===== config.mk =====
export PLATFORM = sky130hd
export DESIGN_NAME = ohacc_ram
export DESIGN_NICKNAME = d
export VERILOG_FILES = /design/src/rtl/ohacc_ram.sv
export SDC_FILE = /design/constraint.sdc
export NUM_CORES = 1
export LEC_CHECK = 0
export ABC_CLOCK_PERIOD_IN_PS = 5600
export BUFFER_PORTS_ARGS = -buffer_cell sky130_fd_sc_hd__buf_2
export CORE_MARGIN = 1.5
export CORE_UTILIZATION = 64
export CTS_BUF_LIST = sky130_fd_sc_hd__clkbuf_8
export DETAILED_ROUTE_END_ITERATION = 16
export GPL_TIMING_DRIVEN = 0
export PLACE_DENSITY = 0.88
export SLEW_MARGIN = 20
export SYNTH_ARGS = -nofsm -noshare
export SYNTH_HDL_FRONTEND = slang
export SYNTH_SLANG_ARGS = --single-unit

===== constraint.sdc =====
create_clock -name clk -period 5.6 [get_ports clk]
set_clock_uncertainty 0.05 [all_clocks]
set_input_delay 1.4 -clock clk [delete_from_list [all_inputs] [get_ports clk]]
set_output_delay 1.4 -clock clk [all_outputs]
set_load 0.01 [all_outputs]

===== src/rtl/ohacc_ram.sv =====
// Generic single-write, single-read RAM with registered read data.
// No dependencies.
`timescale 1ns / 1ps

module ohacc_ram #(
	parameter int WIDTH = 32,
	parameter int DEPTH = 16
) (
	input  logic                     clk,
	input  logic                     we,
	input  logic [$clog2(DEPTH)-1:0] waddr,
	input  logic [WIDTH-1:0]         wdata,
	input  logic [$clog2(DEPTH)-1:0] raddr,
	output logic [WIDTH-1:0]         rdata
);

	logic [WIDTH-1:0] mem [DEPTH];
	logic [WIDTH-1:0] rdata_q;

	always_ff @(posedge clk) begin
		if (we) begin
			mem[waddr] <= wdata;
		end
		rdata_q <= mem[raddr];
	end

	assign rdata = rdata_q;

endmodule


==> flow_summary.ini <==
[run_status]
status = finished clean

[die]
start_util = 0.6491
die-area_mm2 = 0.03209
coreArea_mm2 = 0.03059
die_h_um = 179.1
io_pins = 74
rows = 64
die_w_um = 179.1

[timing]
hold_viol = 0
rsz0062_at_grt = no
fmax_ghz = 0.3245
timing.final.crit_share = 0.5503
final-setup-viol-count = 0
slew_headroom = 0.3778
holdWs_ns = 0.6327
period_needed_ns = 3.081
slew_viol_final = 0
tns_ns = 0
tightest_slew_ns = 0.9282

[worst_setup_path]
cp_slowest_cell = or3b_2
critical_path_buf_inv_count = 4
crit_chain = buf_2 -> or3b_2 -> nor3_2 -> buf_4 -> buf_6 -> buf_4
worstPathArrival_ns = 3.32
slowest_delay_ns = 0.60
reg2reg_from = mem[11][11]$_DFFE_PP_
crit_fanout = 8
critPathKind = in2reg
crit_start = waddr[2]
crit_path_frequent_cell = buf_4
end_kind = register
required_ns = 5.84
crit_path_start_kind = input pin
rrSetupSlack_ns = 4.05
cpLargestDelayFamily = simple AND/OR/NAND/NOR gates

[cells_and_area]
final_nets = 1065
drive_gt1_frac = 0.3373
design_area_mm2 = 0.02286
final_util = 0.7474
synthToLayoutAreaGrowth_pct = 15.16
final_common_cell = edfxtp_1
final_cell_mix = edfxtp_1 (512), mux4_2 (128), clkbuf_8 (88)
n_fill_cell = 1547

[synthesis]
netlist-cell-type-count = 18
synth_area_mm2 = 0.01985
synth.avg_cell_area_um2 = 23.69
syn_inst = 838
synth-seq-cells = 544
synth_warnings = 0
ys_seq_area_frac = 0.8067
syn-num-nets = 880

[hold_path]
hp-start = mem[6][15]$_DFFE_PP_
min_path_type = reg2reg

[route]
routed_wl_um = 44280
ant_nets = 0
drt_pre_antenna_iters = 5
drc = 0
vias = 9833
post_drt_wl_per_cell_um = 29.78
viasPerCell = 6.613
drtIter0Drc = 1400

[clock_tree]
worstSkewPairLatency_ns = 0.60
cts.sinks = 544
numCtsBuffers = 81
cts-root-buf = clkbuf_8
cts_tree = done
htree_num_levels = 3
cts_hold_buf = 0
clk_pin_slew_ns = 0.06
cts_setup_buffers = 0
ctsResizeCount = 0
clk_path_buf_depth = 3

[grt]
top_usage_layer = met2
grt_pass1_vias = 10110
grt_max_degree = 21
grt_use_met3 = 0.06064
overflow = 0
grt_pass1_wl_um = 64360
grtUsageMet2 = 0.4725
grtUsageMet1 = 0.3922
grt_usage = 0.2881
antenna_found_initial = 2

[pwr]
ir_drop_v = 0.0003132
p_total_w = 0.008000
power_density_mw_per_mm2 = 349.9
power.leakage_nw = 7.546

[placed_design]
gp_congestion = 0.7295
dpl.hpwl_um = 27770
dpl_cell_area_mm2 = 0.02134
portBuffers = 71

[job]
max_cap_viol_count = 0
where the power goes:
group / leakage (nW) / total (W) / switching, W / internal (W)
clock network: 0.884 / 0.00299 / 0.00144 / 0.00154
logic: 1.77 / 0.000434 / 0.000260 / 0.000175
registers: 4.89 / 0.00458 / 0.0000282 / 0.00455
total: 7.55 / 0.00800 / 0.00173 / 0.00627
cells in the mapped netlist (all sizes together):
master  number  area (µm²)
edfxtp     512       15370
mux4       128        2883
a22oi       64       480.5
nand2       33       123.9
dfxtp       32       640.6
buf         26       158.9
clkbuf      17       63.81
nor2        13       48.80
nor3         4       20.02
nand2b       2       12.51
nand3b       2       15.01
nor2b        2       12.51
and2         1       6.260
nand3        1       5.000
or3b         1       8.760
metal layers:
metal	up-vias	routed length (µm)
met5	-	0
met1	5073	16090
met4	0	1323
met3	113	4716
met2	684	22150
li1	3963	-
cells by family after synthesis:
kind of cell / count (synthesis) / share of synthesized area
flops: 544 / 0.8067
mux: 128 / 0.1452
compound gates: 64 / 0.02420
simple gates: 59 / 0.01273
buf+inv: 43 / 0.01122
through the flow:
step | worst slack, ns | std cells
after global placement | -1.281 | 1305
final | 2.519 | 1487
after global routing | 2.475 | 1484
after floorplan | 0.9704 | 838
after CTS | 2.533 | 1484
after detailed placement | 1.962 | 1336
path summary, 6_finish.rpt:
| check | endpoint | cells after the start |
|---|---|---|
| worst min-delay path | rdata[15]$_DFF_P_ | 3 |
| worst min register to register | rdata[15]$_DFF_P_ | 3 |
| worst max register to register | rdata[11]$_DFF_P_ | 3 |
| worst max-delay path | mem[0][18]$_DFFE_PP_ | 6 |
registers in the layout, summed over array words and instances, names as in the netlist:
register and flops:
mem 512, rdata 32
worst reg2reg max path: stages (launching register included):
cell and delay [ns]:
edfxtp_1 0.40, mux4_2 0.53, a22oi_1 0.32, nand2_1 0.12
final cells by class:
cell class / count / area (µm²) / area share
clock buffer: 88 / 1211 / 0.05297
sequential: 544 / 16020 / 0.7005
multi-input combinational: 251 / 3726 / 0.1630
tap: 396 / 495.5 / 0.02167
clock inverter: 60 / 307.8 / 0.01346
antenna: 3 / 7.507 / 0.0003284
timing repair buffer: 102 / 877.1 / 0.03836
buffer: 43 / 222.7 / 0.009741
Note: power is estimated with default switching activity, not from simulation.
