### config.mk
export PLATFORM = sky130hd
export DESIGN_NAME = ohacc_queue
export DESIGN_NICKNAME = d
export VERILOG_FILES = /design/src/rtl/ohacc_pkg.sv /design/src/rtl/ohacc_queue.sv
export SDC_FILE = /design/constraint.sdc
export NUM_CORES = 1
export LEC_CHECK = 0
export ABC_AREA = 1
export BUFFER_PORTS_ARGS = -buffer_cell sky130_fd_sc_hd__buf_2
export CORE_UTILIZATION = 45
export DETAILED_ROUTE_END_ITERATION = 12
export PLACE_DENSITY = 0.77
export SLEW_MARGIN = 20
export SYNTH_ARGS = -nofsm -noshare
export SYNTH_HDL_FRONTEND = slang
export SYNTH_SLANG_ARGS = --single-unit
### constraint.sdc
create_clock -name clk -period 14.8 [get_ports clk]
set_clock_uncertainty 0.1 [all_clocks]
set_input_delay 2.96 -clock clk [delete_from_list [all_inputs] [get_ports clk]]
set_output_delay 2.96 -clock clk [all_outputs]
set_load 0.02 [all_outputs]
### src/rtl/ohacc_pkg.sv
// Orbit histogram accumulator: shared types, constants and codes.
// Used by every module of the block but ohacc_ram; depends on nothing.
`timescale 1ns / 1ps

package ohacc_pkg;

	// default sizes, handed down as module parameters
	localparam int DEF_BIN_COUNT   = 65536;
	localparam int DEF_ORBIT_DEPTH = 1024;
	localparam int DEF_COORD_BITS  = 32;

	// orbit length field wide enough for the largest orbit buffer
	localparam int LEN_W = 17;
	// bin index arithmetic, wide enough for the largest bin count
	localparam int IDX_W = 21;
	// fraction bits dropped after coordinate times scale (28 + 16)
	localparam int FRAC_SHIFT = 44;
	localparam int CFG_W      = 32;
	localparam int CFG_IDX_W  = 3;

	// configuration register indexes
	localparam logic [CFG_IDX_W-1:0] REG_HALF_W  = 3'd0;
	localparam logic [CFG_IDX_W-1:0] REG_HALF_H  = 3'd1;
	localparam logic [CFG_IDX_W-1:0] REG_SCALE_H = 3'd2;
	localparam logic [CFG_IDX_W-1:0] REG_SCALE_V = 3'd3;
	localparam logic [CFG_IDX_W-1:0] REG_IMG_W   = 3'd4;
	localparam logic [CFG_IDX_W-1:0] REG_IMG_H   = 3'd5;
	localparam logic [CFG_IDX_W-1:0] REG_SKIP    = 3'd6;

	// input word kinds
	localparam logic KIND_SAMPLE = 1'b0;
	localparam logic KIND_READ   = 1'b1;

	// queued job kinds
	localparam logic JOB_CLOSE = 1'b0;
	localparam logic JOB_READ  = 1'b1;

	typedef struct packed {
		logic               kind;
		logic signed [31:0] point_real;
		logic signed [31:0] point_imag;
		logic signed [31:0] origin_real;
		logic signed [31:0] origin_imag;
		logic [9:0]         step_index;
		logic               end_of_batch;
		logic [15:0]        bin_index;
	} in_t;

	// one bin of the histogram and one result word share this layout
	typedef struct packed {
		logic [31:0]        hit_count;
		logic [31:0]        start_hit_count;
		logic [31:0]        start_step_sum;
		logic [31:0]        length_sum;
		logic [31:0]        reached_step_sum;
		logic signed [63:0] origin_real_sum;
		logic signed [63:0] origin_imag_sum;
		logic signed [63:0] previous_real_sum;
		logic signed [63:0] previous_imag_sum;
	} out_t;

	typedef struct packed {
		logic               kind;
		logic [15:0]        bin_index;
		logic [LEN_W-1:0]   len;
		logic signed [31:0] origin_re;
		logic signed [31:0] origin_im;
	} job_t;

	typedef struct packed {
		logic [30:0] half_w;
		logic [30:0] half_h;
		logic [31:0] scale_h;
		logic [31:0] scale_v;
		logic [8:0]  img_w;
		logic [8:0]  img_h;
		logic [10:0] skip;
	} cfg_t;

endpackage

### src/rtl/ohacc_queue.sv
// Two-word job queue between the front and the back.
// Depends on ohacc_pkg.
`timescale 1ns / 1ps

module ohacc_queue import ohacc_pkg::*; (
	input  logic clk,
	input  logic arst_n,
	input  logic push,
	input  job_t push_job,
	output logic full,
	input  logic pop,
	output logic empty,
	output job_t head
);

	job_t       mem_q [2];
	logic [1:0] cnt_q;
	logic       wp_q, rp_q;

	assign full  = (cnt_q == 2'd2);
	assign empty = (cnt_q == 2'd0);
	assign head  = mem_q[rp_q];

	// pointers and fill count
	always_ff @(posedge clk or negedge arst_n) begin
		if (!arst_n) begin
			cnt_q <= 2'd0;
			wp_q  <= 1'b0;
			rp_q  <= 1'b0;
		end else begin
			if (push) begin
				wp_q <= ~wp_q;
			end
			if (pop) begin
				rp_q <= ~rp_q;
			end
			case ({push, pop})
				2'b10:   cnt_q <= cnt_q + 2'd1;
				2'b01:   cnt_q <= cnt_q - 2'd1;
				default: cnt_q <= cnt_q;
			endcase
		end
	end

	// storage
	always_ff @(posedge clk) begin
		if (push) begin
			mem_q[wp_q] <= push_job;
		end
	end

endmodule

==> flow_summary.toml <==
[run_status]
status = "completed"

[cts]
cts_hold_buffers = 0
ctsResizeCount = 0
clk_latency_ps = 420
cts_buffers = 17
cts.sinks = 200
cts_root_buffer = "clkbuf_16"
cts_tree = "built"
ctsHtreeMaxLevel = 4
clk_path_buf_depth = 2
path_clk_slew_ps = 70
cts_setup_buffers = 0

[synth]
syn_nets = 639
ys_top_cells_by_count = "196 x edfxtp_1, 104 x inv_1, 103 x nand2_1"
syn_inst = 536
synth.avg_cell_area_um2 = 14.5
ys.flop_type = "edfxtp_1"
netlist_area_mm2 = 0.00776
synth_edf_count = 196
yosysTopAreaCell = "edfxtp_1"
synth_area_leaders = "edfxtp_1 76%, inv_1 5.0%, nand2_1 5.0%"
seq_area_frac_synth_pct = 77.2
yosysWarnings = 0
yosysUniqueCellTypes = 19
synth.most_common_cell = "edfxtp_1"
ys_ff_latch = 200
synthArstFlopShare_pct = 2.00
synth_top_area_share_pct = 75.9

[setup_path]
r2r-start = "wp_q$_DFFE_PN0P_"
cp_max_fo = 74
rrSetupSlack_ps = 12610
startpoint_type = "register"
slowest_delay_ps = 710
required_ps = 11740
slowest_stage = "buf_4"
cp.arrival_ps = 2290
crit_chain = "buf_4, o21ai_0, buf_2"
startpoint = "rp_q$_DFFE_PN0P_"
critPathKind = "register to output port"
crit_path_end_kind = "output port"

[detailed_routing]
firstDrtPassIters = 4
routed_wirelength_um = 13300
drcViolationCount = 0
via_per_inst = 4.59
drt_iter0_drc = 189
vias = 4459
antenna_left = 0
routedWlPerCell_um = 13.7

[floorplan]
start_util_pct = 46.4
dieWidth_um = 133
die_area_mm2 = 0.0178
core_region_area_mm2 = 0.0167
die_h_um = 133
num_rows = 47
io_pins = 202

[placed_design]
placed_cells = 939
portBuffers = 201
hpwl_um = 8720
gp_congestion = 0.767
postPlaceCellArea_mm2 = 0.00879
dp_slack_ps = 9420

[finish]
fin_util_pct = 56.4
antenna_cells = 0
areaGrowthSynthToFinish_pct = 21.4
fin_area_mm2 = 0.00942
drive_gt1_share_pct = 37.1
fin_nets = 842
multiInputGateArea_mm2 = 0.00109
seq_area_mm2 = 0.00599
final_cells = 972
final.fill_count = 1335

[global_routing]
grt.total_usage_pct = 15.3
grt_pass1_vias = 4239
grt_overflow = 0
grt_max_degree = 109
grt_pass1_wl_um = 20500
antenna_found_initial = 0

[power]
peakVddDrop_uv = 109
power_leakage_nw = 4.02
powerDensity_mw_per_mm2 = 202
power_mw = 1.90

[timing]
fin_ws_ps = 9450
final.setup.tns_ps = 0
final-hold-violation-count = 0
fmax_mhz = 187
fin_crit_sh_pct = 36.1
period_needed_ps = 5350
worst_pin_slew_ps = 932
slew_headroom_pct = 37.9
worst_hold_slack_ps = 401
setup_viol = 0
drv_slew = 0
rsz0062_at_grt = "no"

[worst_hold_path]
min_path_type = "register to register"
hp-start = "cnt_q[1]$_DFFE_PN0P_"

[job]
drv_cap = 0
[worst paths after layout]
kind	end	cells past startpoint
max	head[11]	3
min in group asynchronous	cnt_q[0]$_DFFE_PN0P_	1
min reg2reg	cnt_q[1]$_DFFE_PN0P_	2
max reg2reg	mem_q[1][17]$_DFFE_PP_	3
min	cnt_q[1]$_DFFE_PN0P_	2
max in group asynchronous	rp_q$_DFFE_PN0P_	1
[cell usage in the layout (no fill, tap or decap)]
cell type,count
xnor2_1,1
inv_8,1
bufinv_16,3
buf_4,4
inv_1,103
nor2_4,1
clkinvlp_4,2
nand3_1,1
clkinv_1,1
buf_12,1
inv_6,6
nand2_1,103
dfrtp_4,1
o21ai_0,52
clkinv_2,1
clkinv_4,1
o21ai_2,39
nor2_1,2
nand4_1,1
xor2_1,2
edfxtp_1,196
ha_1,1
buf_2,201
dfrtp_1,3
clkbuf_16,17
o21ai_1,7
inv_4,1
[logic make-up (layout without fill, tap and decap cells)]
| kind of cell | Yosys count | after routing | synth area share, % |
|---|---|---|---|
| adder cells (fa/ha/maj) | 1 | 1 | 0.161 |
| XOR/XNOR | 3 | 3 | 0.339 |
| buffers and inverters | 126 | 342 | 8.85 |
| AO/OA/AOI/OAI | 98 | 98 | 8.21 |
| flip-flops | 200 | 200 | 77.2 |
| AND/OR/NAND/NOR | 108 | 108 | 5.27 |
[report_power, final]
| part | internal (mW) | switching (mW) |
|---|---|---|
| Combinational | 0.184 | 0.454 |
| Clock | 0.270 | 0.207 |
| Sequential | 0.752 | 0.0324 |
| Total | 1.21 | 0.693 |
[layer usage]
metal / wire, µm / part of all wire (%) / GRT usage, % / vias to the layer above
li1: - / - / - / 2222
met1: 5380 / 40 / 17.5 / 2073
met2: 6500 / 49 / 25.3 / 151
met3: 1260 / 9.5 / 7.00 / 13
met4: 155 / 1.2 / 5.68 / 0
met5: 0 / 0 / 0 / -
[flip-flops by register name (all words and copies together), names as in the netlist]
register and count:
cnt_q 2, wp_q 1, rp_q 1, mem_q 196
[area by class of cell]
type | count | share of cell area (%)
Clock buffer | 17 | 4.52
Clock inverter | 15 | 1.98
Inverter | 104 | 4.17
Multi-Input combinational cell | 210 | 11.6
Sequential cell | 200 | 63.6
Tap cell | 220 | 2.92
Timing Repair Buffer | 206 | 11.2
[worst max-delay path: cells and delay by family (launching register included)]
family,cells,cell delay [ps]
compound gates,1,290
buf+inv,2,940
flops,1,550
Note: power is estimated with default switching activity, not from simulation.
