===== src/rtl/ohacc_pkg.sv =====
// Orbit histogram accumulator: shared types, constants and codes.
// Used by every module of the block but ohacc_ram; depends on nothing.
`timescale 1ns / 1ps

package ohacc_pkg;

	// default sizes, handed down as module parameters
	localparam int DEF_BIN_COUNT   = 65536;
	localparam int DEF_ORBIT_DEPTH = 1024;
	localparam int DEF_COORD_BITS  = 32;

	// orbit length field wide enough for the largest orbit buffer
	localparam int LEN_W = 17;
	// bin index arithmetic, wide enough for the largest bin count
	localparam int IDX_W = 21;
	// fraction bits dropped after coordinate times scale (28 + 16)
	localparam int FRAC_SHIFT = 44;
	localparam int CFG_W      = 32;
	localparam int CFG_IDX_W  = 3;

	// configuration register indexes
	localparam logic [CFG_IDX_W-1:0] REG_HALF_W  = 3'd0;
	localparam logic [CFG_IDX_W-1:0] REG_HALF_H  = 3'd1;
	localparam logic [CFG_IDX_W-1:0] REG_SCALE_H = 3'd2;
	localparam logic [CFG_IDX_W-1:0] REG_SCALE_V = 3'd3;
	localparam logic [CFG_IDX_W-1:0] REG_IMG_W   = 3'd4;
	localparam logic [CFG_IDX_W-1:0] REG_IMG_H   = 3'd5;
	localparam logic [CFG_IDX_W-1:0] REG_SKIP    = 3'd6;

	// input word kinds
	localparam logic KIND_SAMPLE = 1'b0;
	localparam logic KIND_READ   = 1'b1;

	// queued job kinds
	localparam logic JOB_CLOSE = 1'b0;
	localparam logic JOB_READ  = 1'b1;

	typedef struct packed {
		logic               kind;
		logic signed [31:0] point_real;
		logic signed [31:0] point_imag;
		logic signed [31:0] origin_real;
		logic signed [31:0] origin_imag;
		logic [9:0]         step_index;
		logic               end_of_batch;
		logic [15:0]        bin_index;
	} in_t;

	// one bin of the histogram and one result word share this layout
	typedef struct packed {
		logic [31:0]        hit_count;
		logic [31:0]        start_hit_count;
		logic [31:0]        start_step_sum;
		logic [31:0]        length_sum;
		logic [31:0]        reached_step_sum;
		logic signed [63:0] origin_real_sum;
		logic signed [63:0] origin_imag_sum;
		logic signed [63:0] previous_real_sum;
		logic signed [63:0] previous_imag_sum;
	} out_t;

	typedef struct packed {
		logic               kind;
		logic [15:0]        bin_index;
		logic [LEN_W-1:0]   len;
		logic signed [31:0] origin_re;
		logic signed [31:0] origin_im;
	} job_t;

	typedef struct packed {
		logic [30:0] half_w;
		logic [30:0] half_h;
		logic [31:0] scale_h;
		logic [31:0] scale_v;
		logic [8:0]  img_w;
		logic [8:0]  img_h;
		logic [10:0] skip;
	} cfg_t;

endpackage


===== src/rtl/ohacc_front.sv =====
// Front end: takes input words, buffers orbit points, queues close and read jobs.
// Depends on ohacc_pkg.
`timescale 1ns / 1ps

module ohacc_front import ohacc_pkg::*; #(
	parameter int ORBIT_DEPTH = DEF_ORBIT_DEPTH,
	parameter int COORD_BITS  = DEF_COORD_BITS
) (
	input  logic                           clk,
	input  logic                           arst_n,
	input  logic                           in_valid,
	output logic                           in_stall,
	input  in_t                            in_word,
	input  logic                           clearing,
	input  logic                           orbit_done,
	input  logic                           q_full,
	output logic                           push,
	output job_t                           push_job,
	output logic                           buf_we,
	output logic [$clog2(ORBIT_DEPTH)-1:0] buf_waddr,
	output logic [2*((COORD_BITS < 32) ? COORD_BITS : 32)-1:0] buf_wdata
);

	localparam int CB  = (COORD_BITS < 32) ? COORD_BITS : 32;
	localparam int LW  = $clog2(ORBIT_DEPTH + 1);
	localparam int OAW = $clog2(ORBIT_DEPTH);

	logic [LW-1:0]      len_q, new_len;
	logic               busy_q;
	logic signed [31:0] org_re_q, org_im_q, org_re_c, org_im_c, in_org_re, in_org_im;
	logic               is_read, brk, can, read_go, brk_go, smp_go, close_now;

	// origin reduced to the coordinate width, sign extended
	assign in_org_re = 32'(signed'(in_word.origin_real[CB-1:0]));
	assign in_org_im = 32'(signed'(in_word.origin_imag[CB-1:0]));
	assign org_re_c  = (len_q == '0) ? in_org_re : org_re_q;
	assign org_im_c  = (len_q == '0) ? in_org_im : org_im_q;

	// classify the word at the port
	assign is_read = (in_word.kind == KIND_READ);
	assign brk     = (len_q != '0) && (LEN_W'(in_word.step_index) != LEN_W'(len_q));
	assign can     = !clearing && !q_full;
	assign read_go = in_valid && is_read && can;
	assign brk_go  = in_valid && !is_read && !busy_q && brk && can;
	assign smp_go  = in_valid && !is_read && !busy_q && !brk && can;
	assign in_stall = !(read_go || smp_go);

	assign new_len   = len_q + LW'(1);
	assign close_now = smp_go && (new_len == LW'(ORBIT_DEPTH) || in_word.end_of_batch);

	// job to the back
	assign push = read_go || brk_go || close_now;
	always_comb begin
		push_job.kind      = is_read ? JOB_READ : JOB_CLOSE;
		push_job.bin_index = in_word.bin_index;
		push_job.len       = brk_go ? LEN_W'(len_q) : LEN_W'(new_len);
		push_job.origin_re = brk_go ? org_re_q : org_re_c;
		push_job.origin_im = brk_go ? org_im_q : org_im_c;
	end

	// orbit buffer write
	assign buf_we    = smp_go;
	assign buf_waddr = len_q[OAW-1:0];
	assign buf_wdata = {in_word.point_imag[CB-1:0], in_word.point_real[CB-1:0]};

	// orbit length and busy flag
	always_ff @(posedge clk or negedge arst_n) begin
		if (!arst_n) begin
			len_q  <= '0;
			busy_q <= 1'b0;
		end else begin
			if (brk_go || close_now) begin
				len_q <= '0;
			end else if (smp_go) begin
				len_q <= new_len;
			end
			if (brk_go || close_now) begin
				busy_q <= 1'b1;
			end else if (orbit_done) begin
				busy_q <= 1'b0;
			end
		end
	end

	// origin of the orbit being buffered
	always_ff @(posedge clk) begin
		if (smp_go && len_q == '0) begin
			org_re_q <= in_org_re;
			org_im_q <= in_org_im;
		end
	end

endmodule


===== config.mk =====
export PLATFORM = sky130hd
export DESIGN_NAME = ohacc_front
export DESIGN_NICKNAME = d
export VERILOG_FILES = /design/src/rtl/ohacc_pkg.sv /design/src/rtl/ohacc_front.sv
export SDC_FILE = /design/constraint.sdc
export NUM_CORES = 1
export LEC_CHECK = 0
export BUFFER_PORTS_ARGS = -buffer_cell sky130_fd_sc_hd__buf_2
export CAP_MARGIN = 20
export CORE_AREA = 5 5 128 130
export DETAILED_ROUTE_END_ITERATION = 16
export DIE_AREA = 0 0 133 135
export PLACE_DENSITY = 0.72
export SYNTH_ARGS = -nofsm -noshare
export SYNTH_HDL_FRONTEND = slang
export SYNTH_SLANG_ARGS = --single-unit

===== constraint.sdc =====
create_clock -name clk -period 5.9 [get_ports clk]
set_input_delay 1.475 -clock clk [delete_from_list [all_inputs] [get_ports clk]]
set_output_delay 1.475 -clock clk [all_outputs]
set_load 0.005 [all_outputs]

==> results.md <==
- Antenna Cells: 0
- Routed vias: between 3000 and 4000
- Layout cell share with drive strength beyond 1: between 50% and 60%
- Area share of the largest cell type after synthesis: 41.3%
- Worst setup SP type: input port
- Hold_buf cts: 0
- Wire per inst: 18.9 µm
- Async SR Flop Fraction: approximately 16%
- Post-synth top area cell: edfxtp_1
- Die area: roughly 18000 µm²
- Initial Util: 30.9%
- Final setup margin: between 0.8 and 0.9 ns
- Worst Max-Slew Pin Slew: 0.843 ns
- Commonest cells post-synth: buf_4, edfxtp_1, mux2_2
- Post_cts resized: 0
- Worst min-delay path startpoint: busy_q$_DFFE_PN0P_
- Clk_skew: ~0.0083 ns
- CTS H-tree depth: 3
- Worst slack, placed: between 0.8 and 0.9 ns
- Worst R2R Setup Slack: 3.32 ns
- Synth Register Bits: 76
- Setup repair bufs after CTS: 0
- Req. time, crit path: around 4.4 ns
- Final HPWL DP: just under 10000 µm
- Root Driver: clkbuf_16
- CTS Buffer Depth: 2
- IO Count: between 300 and 400
- Register-to-Register Path Depth: 5
- Critical R2R Launch: len_q[2]$_DFFE_PN0P_
- Peak Freq: slightly below 0.2 GHz
- ANT nets after route: 0
- Sequential element share of the synthesized area: a little under half
- Setup repair after global routing missed its margin: false
- CTS tree: done
- Reg-to-reg endpoint: org_im_q[30]$_DFFE_PP_
- Chip height: approximately 140 µm
- Leakage power: approximately 0.0021 µW
- Crit path time final: ~5.1 ns
- Clk sink count: 76
- Nets: 623
- Final WL: around 12000 µm
- Congestion Overflow GR: 0
- Final core utilization: 34.9%
- CP arrival: approximately 3.6 ns
- Yosys cell types: just under 50
- Fin crit share: 86.2%
- Placer Congestion: about 0.84
- Status: completed
- Min-Delay Path Depth: 2
- Final hold vios: 0
- Pre-antenna DRT Iters: 4
- DRC Markers: 0
- Max VDD drop: approximately 0.17 mV
- Number of global-route vias before repair: between 3000 and 4000
- Worst Setup Path Type: in2out
- Die Wd: around 130 µm
- Antenna violations before repair: 2
- First-pass GRT wire length: 18700 µm
- Most frequent cell after synthesis: buf_4
- Mean Syn Cell Area: 12.1 µm²
- Ranking of synthesized cells by area: edfxtp_1, buf_4, mux2_2
- Cells after Synth: just under 400
- Core area: roughly 15000 µm²
- Worst min-delay path category: reg2reg
- Clk Latency, worst-skew pair: 0.34 ns
- Max Cap Viol: 0
- CTS buffer count: 9
- Critical Path End Type: output port
- Setup TNS: 0 ns
- Overall Power: approximately 1300 µW
- Hold EP: busy_q$_DFFE_PN0P_
- Layout area overhead: 12.9%
- Clock Pin Slew Worst Setup and Hold Paths: 0.07 ns
- Global Route Usage Sum: 13.4%
- Drt via density: roughly 4.8
- Post-Synthesis Cell Area: around 4700 µm²
- Layout filler cell count: around 1500
- EDFF count, synth: 64
- Pin count of the biggest net entering global routing: 67
- Rel. slew slack: between 40% and 50%
- Final setup vio count: 0
- Warnings from Yosys: 0
- Row Count: 45
- CP max FO: 12
- PwrDens: about 250 nW/µm²
- Final Max Slew Viols: 0
- Primary FF master, synth: edfxtp_1
- IO buf count: 170
- 1st-iter DRT viols: 194
-- worst max-delay path by stage --
stage,startpoint,end,slack (ns),cells after the start
after floorplan,q_full,org_im_q[0]$_DFFE_PP_,0.06,6
after global placement,q_full,push,0.82,7
after detailed placement,q_full,push,0.82,7
after CTS,q_full,push,0.80,7
after global routing,q_full,push,0.69,7
final,q_full,push,0.81,7
-- power by group --
part | switching [µW] | internal, µW | leakage, µW | total (µW)
clock | 233 | 291 | 0.000136 | 524
sequential | 39.1 | 593 | 0.000707 | 632
combinational | 92.1 | 86.7 | 0.00128 | 179
total | 364 | 970 | 0.00212 | 1330
-- cells in the final DEF (no fill, tap or decap), drive strengths merged, types with 2 or more instances in the layout --
master,Yosys,final
ha,2,2
o22ai,2,2
dfrtp,12,12
a221o,3,3
nor4,6,6
and4,2,2
xnor2,7,7
nor2,9,9
xor2,14,14
a21oi,5,5
and3,4,4
mux2,64,64
nor3b,2,2
or3,3,3
nand3,7,7
buf,113,174
edfxtp,64,64
nor4b,2,2
nand2,20,20
o21ai,7,7
inv,5,8
nor3,7,7
clkinv,0,3
nand4,4,4
clkbuf,4,9
conb,1,6
-- registers in the layout (all words and copies together), names as in the netlist --
signal    flops
len_q        11
org_re_q     32
org_im_q     32
busy_q        1
-- stage by stage --
| stage | hold slack, ns | cells | area, µm² |
|---|---|---|---|
| after global routing | 0.629 | 652 | 5250 |
| after floorplan | 0.542 | 391 | 4670 |
| after global placement | 0.562 | 636 | 4970 |
| after CTS | 0.588 | 652 | 5250 |
| final | 0.585 | 652 | 5250 |
| after detailed placement | 0.575 | 636 | 4970 |
-- routing by layer --
metal,share of wire (%),global-route usage [%]
met5,0.17,0
met4,3.9,6.81
met3,11,6.45
met2,49,21.9
met1,36,14.5
-- critical path, stage by stage --
cell,delay (ns)
buf_2,0.10
or3b_1,0.40
or3_1,0.50
a311o_1,0.52
o211a_2,0.24
o31ai_1,0.19
buf_2,0.17
-- area by class of cell --
type / count / area (µm²) / area share, %
clock buffer: 9 / 225 / 4.29
clock inverter: 7 / 57.6 / 1.10
inverter: 5 / 18.8 / 0.357
multi-input combinational: 193 / 1610 / 30.7
sequential: 76 / 2220 / 42.3
tap: 188 / 235 / 4.48
timing repair buffer: 174 / 881 / 16.8
-- kinds of logic (layout without fill, tap and decap cells) --
| kind of cell | Yosys count | after routing | synth area share [%] |
|---|---|---|---|
| compound gates | 30 | 30 | 5.41 |
| xor+xnor | 21 | 21 | 3.95 |
| mux | 65 | 65 | 15.7 |
| buf+inv | 122 | 195 | 18.2 |
| simple gates | 69 | 69 | 8.36 |
| other cells | 1 | 6 | 0.0806 |
| flops | 76 | 76 | 47.8 |
| fa+ha+maj | 2 | 2 | 0.538 |
No activity file was read; power rests on OpenSTA's default activity.
